$ cat src/hdl/plom_pkg.sv
// shared types and constants for the price level order matcher
// no dependencies
package plom_pkg;

    localparam logic DIR_BUY  = 1'b0;
    localparam logic DIR_SELL = 1'b1;

    localparam logic KIND_FILL   = 1'b0;
    localparam logic KIND_REJECT = 1'b1;

    // one order as it travels from the front part to the matching engine
    typedef struct packed {
        logic [1:0]  symbol;
        logic [7:0]  price;
        logic        side;
        logic [15:0] order_size;
        logic [7:0]  trader_id;
        logic        bad;
    } order_t;

    // one result item
    typedef struct packed {
        logic        kind;
        logic [7:0]  trader;
        logic        side;
        logic [15:0] size;
        logic [1:0]  symbol;
        logic [7:0]  price;
        logic        last;
    } result_t;

endpackage

$ cat src/hdl/plom_front.sv
// order intake: range check and a small queue toward the matching engine
// depends on plom_pkg
module plom_front #(
    parameter int SYMBOLS      = 3,
    parameter int PRICE_LEVELS = 256
) (
    input  logic                 clk,
    input  logic                 rst_n,
    input  logic                 in_valid,
    output logic                 in_ready,
    input  logic [1:0]           symbol,
    input  logic [7:0]           price,
    input  logic                 side,
    input  logic [15:0]          order_size,
    input  logic [7:0]           trader_id,
    output logic                 q_valid,
    input  logic                 q_ready,
    output plom_pkg::order_t     q_order
);

    plom_pkg::order_t slot_reg [2];
    logic [1:0] cnt_reg, cnt_next;
    logic       wr_reg, wr_next;
    logic       rd_reg, rd_next;
    plom_pkg::order_t cur;
    logic push, pop;

    always_comb
    begin
        cur.symbol     = symbol;
        cur.price      = price;
        cur.side       = side;
        cur.order_size = order_size;
        cur.trader_id  = trader_id;
        cur.bad        = (32'(symbol) >= 32'(SYMBOLS)) || (32'(price) >= 32'(PRICE_LEVELS));
    end

    assign in_ready = (cnt_reg != 2'd2);
    assign q_valid  = (cnt_reg != 2'd0);
    assign q_order  = slot_reg[rd_reg];
    assign push     = in_valid && in_ready;
    assign pop      = q_valid && q_ready;

    always_comb
    begin
        cnt_next = cnt_reg + 2'(push) - 2'(pop);
        wr_next  = wr_reg ^ push;
        rd_next  = rd_reg ^ pop;
    end

    always_ff @(posedge clk or negedge rst_n)
    begin
        if (!rst_n)
        begin
            cnt_reg <= 2'd0;
            wr_reg  <= 1'b0;
            rd_reg  <= 1'b0;
        end
        else
        begin
            cnt_reg <= cnt_next;
            wr_reg  <= wr_next;
            rd_reg  <= rd_next;
        end
    end

    always_ff @(posedge clk)
    begin
        if (push)
            slot_reg[wr_reg] <= cur;
    end

endmodule

$ cat config.mk
export PLATFORM = sky130hd
export DESIGN_NAME = plom_front
export DESIGN_NICKNAME = d
export VERILOG_FILES = /design/src/hdl/plom_pkg.sv /design/src/hdl/plom_front.sv
export SDC_FILE = /design/constraint.sdc
export NUM_CORES = 1
export LEC_CHECK = 0
export ABC_AREA = 1
export BUFFER_PORTS_ARGS = -buffer_cell sky130_fd_sc_hd__buf_2
export CAP_MARGIN = 0
export CORE_MARGIN = 3
export CORE_UTILIZATION = 45
export CTS_CLUSTER_SIZE = 30
export DETAILED_ROUTE_END_ITERATION = 10
export PLACE_DENSITY = 0.78
export SYNTH_ARGS = -nofsm -noshare
export SYNTH_HDL_FRONTEND = slang
export SYNTH_SLANG_ARGS = --single-unit
$ cat constraint.sdc
create_clock -name clk -period 4.65 [get_ports clk]
set_input_delay 0 -clock clk [delete_from_list [all_inputs] [get_ports clk]]
set_output_delay 0 -clock clk [all_outputs]
set_load 0.005 [all_outputs]
==> out/metrics.cfg <==
[run_status]
status=finished clean

[layout]
drive_gt1_frac=0.461
area_growth_pct=30.7
final_cells=439
nFillCells=550
final_common_cell=buf_2
ff_latch_area_um2=2260
fin_area_um2=4210
largest_reg_flops=72
nets=379
antenna_cells=0
final_cell_mix=buf_2 (76), edfxtp_1 (72), nand2_1 (57)
multi_input_area_um2=820

[sta]
slew_violations=0
max_freq_ghz=0.534
fin_crit_sh=0.403
setup_tns_ns=0
slew_headroom=0.306
setup-violations-final=0
rsz0062_at_grt=false
worstMarginPinSlew_ns=1.04
hold_viol_final=0
period_minus_slack_ns=1.87
finClkSkew_ns=0.00589

[floorplan]
start_util=0.469
num_rows=30
dieArea_um2=8210
ios=77
die_w_um=90.6
fp.dieH_um=90.6
core_um2=6870

[synthesis]
post_synth.cell_area_avg_um2=14.6
synth_top_family_by_area=simple AND/OR/NAND/NOR gates
yosys.area_share.simple=0.239
ys_seq_elements=76
synthMuxAreaShare=0
synthAdderAreaFrac=0.00776
synthXorXnorAreaFrac=0.00272
synth_nets=262
netlist_area_um2=3220
yosysSeqAreaShare=0.702
synth_top_area_frac=0.671
ys_types=17
synth_top_cell_by_area=edfxtp_1
synth_warnings=0
synth_compound_area_frac=0.00155
synth_area_leaders=edfxtp_1 (67%), nand2_4 (10%), nand2_1 (6.6%), nand2_2 (6.2%), dfrtp_1 (3.1%)
synth_cells=221

[worst_setup_path]
worst_path_max_delay_cell=ha_2
cp_data_arrival_time_ns=1.83
crit_fanout=36
cpPeakStageDelay_ns=0.78
path_buf_inv=1
crit_chain=nand2_2, nand2_2, inv_2, ha_2
r2r-start=cnt_reg[1]
start_kind=flop
crit_family=adder cells
critPathLaunch=cnt_reg[1]
cp_common_cell=nand2_2
required_ns=4.60
worst-setup-path-type=flop to flop
critPathCaptureType=flop

[clock_tree]
clk_pin_slew_ns=0.07
cts_root_buf=clkbuf_8
cts_setup_buffers=0
h-tree-depth=3
cts_sinks=76
cts_tree=built
clk_latency_ns=0.33
cts.repair.resized=0
ctsHoldBuffers=37
cts_made_buffers=9
cts_buffer_depth=2

[pwr]
power.share.sequential=0.448
ir_worst_vdd_mv=0.311
power.density_nw_per_um2=565
switchingPower_mw=0.820
intPower_mw=1.56
fin_total_pwr_mw=2.38
power.share.clock=0.218
p_sw_frac=0.344
p_leak_nw=1.86
combinationalPowerShare=0.334

[grt]
met3_usage=0.0375
grt.busiest_layer=met2
grt_pass1_vias=2051
antenna_found_initial=0
grt_first_pass_wirelength_um=9630
use_met1=0.165
met2_usage=0.280
grt_overflow=0
grt_max_degree=38
grtUsageTotal=0.152

[place]
io_buffers=76
dp_cells=386
dpl.hpwl_um=3460
place_congestion=0.672
placed_area_um2=3640

[routing]
first_pass_iters=4
vias=1938
drc=0
wl_um=5770
drt_iter0_drc=55
vias_per_cell=4.41
ant_nets=0
wl_per_cell_um=13.1

[worst_hold_path]
hp-start=q_ready
timing.hold.worst.class=primary input to flop

[flow_run]
maxCapViolations=0

layer usage:
metal / part of all wire / wire (um)
met1: 0.40 / 2300
met2: 0.55 / 3190
met3: 0.042 / 242
met4: 0.0071 / 41
met5: 0 / 0
area by class of cell:
cell class	instances	area share
Inverter	11	0.0128
Sequential cell	76	0.537
Clock buffer	10	0.0303
Timing Repair Buffer	113	0.178
Clock inverter	6	0.0187
Tap cell	96	0.0285
Multi-Input combinational cell	127	0.194
power groups by stage:
stage / logic (mW) / registers, mW / clock network, mW
2_1_floorplan: 0.632 / 1.02 / 0
3_3_place_gp: 0.766 / 1.08 / 0
3_5_place_dp: 0.785 / 1.09 / 0
4_1_cts: 0.810 / 1.07 / 0.527
5_1_grt: 0.890 / 1.09 / 0.564
6_report: 0.797 / 1.07 / 0.520
worst reg2reg max path, stage by stage (launching register included):
cell,delay (ns)
dfrtp_1,0.43
nand2_2,0.11
nand2_2,0.10
inv_2,0.07
ha_2,0.78
final timing paths:
| kind | cells past startpoint | end | slack [ns] |
|---|---|---|---|
| worst min register to register | 1 | cnt_reg[0] | 0.57 |
| worst max-delay path | 4 | slot_reg[0][28] | 2.78 |
| min in group asynchronous | 3 | cnt_reg[0] | 0.56 |
| max in group asynchronous | 3 | rd_reg | 3.91 |
| worst min-delay path | 3 | rd_reg | 0.04 |
| worst max register to register | 4 | slot_reg[0][28] | 2.78 |
stage by stage:
step            util  hold WS [ns]  worst slack [ns]
6_report       0.613        0.0381              2.78
5_1_grt        0.613        0.0216              2.60
4_1_cts        0.613        0.0244              2.75
3_5_place_dp   0.530        -0.189              2.76
3_3_place_gp   0.530        -0.192              2.84
2_1_floorplan      -        -0.296              2.12
kinds of logic (layout without fill, tap and decap cells):
kind of cell	Yosys count	in the layout
XOR/XNOR	1	1
flip-flops	76	76
adder cells (fa/ha/maj)	2	2
AO/OA/AOI/OAI	1	1
buffers and inverters	18	140
AND/OR/NAND/NOR	123	123
synthesized netlist by cell type, drive strengths merged:
| cell type | n |
|---|---|
| dfrtp | 4 |
| nand2 | 119 |
| nor2 | 3 |
| xor2 | 1 |
| nand3 | 1 |
| buf | 7 |
| ha | 2 |
| edfxtp | 72 |
| o21ai | 1 |
| inv | 11 |
Power figures use the tool's default switching activity.
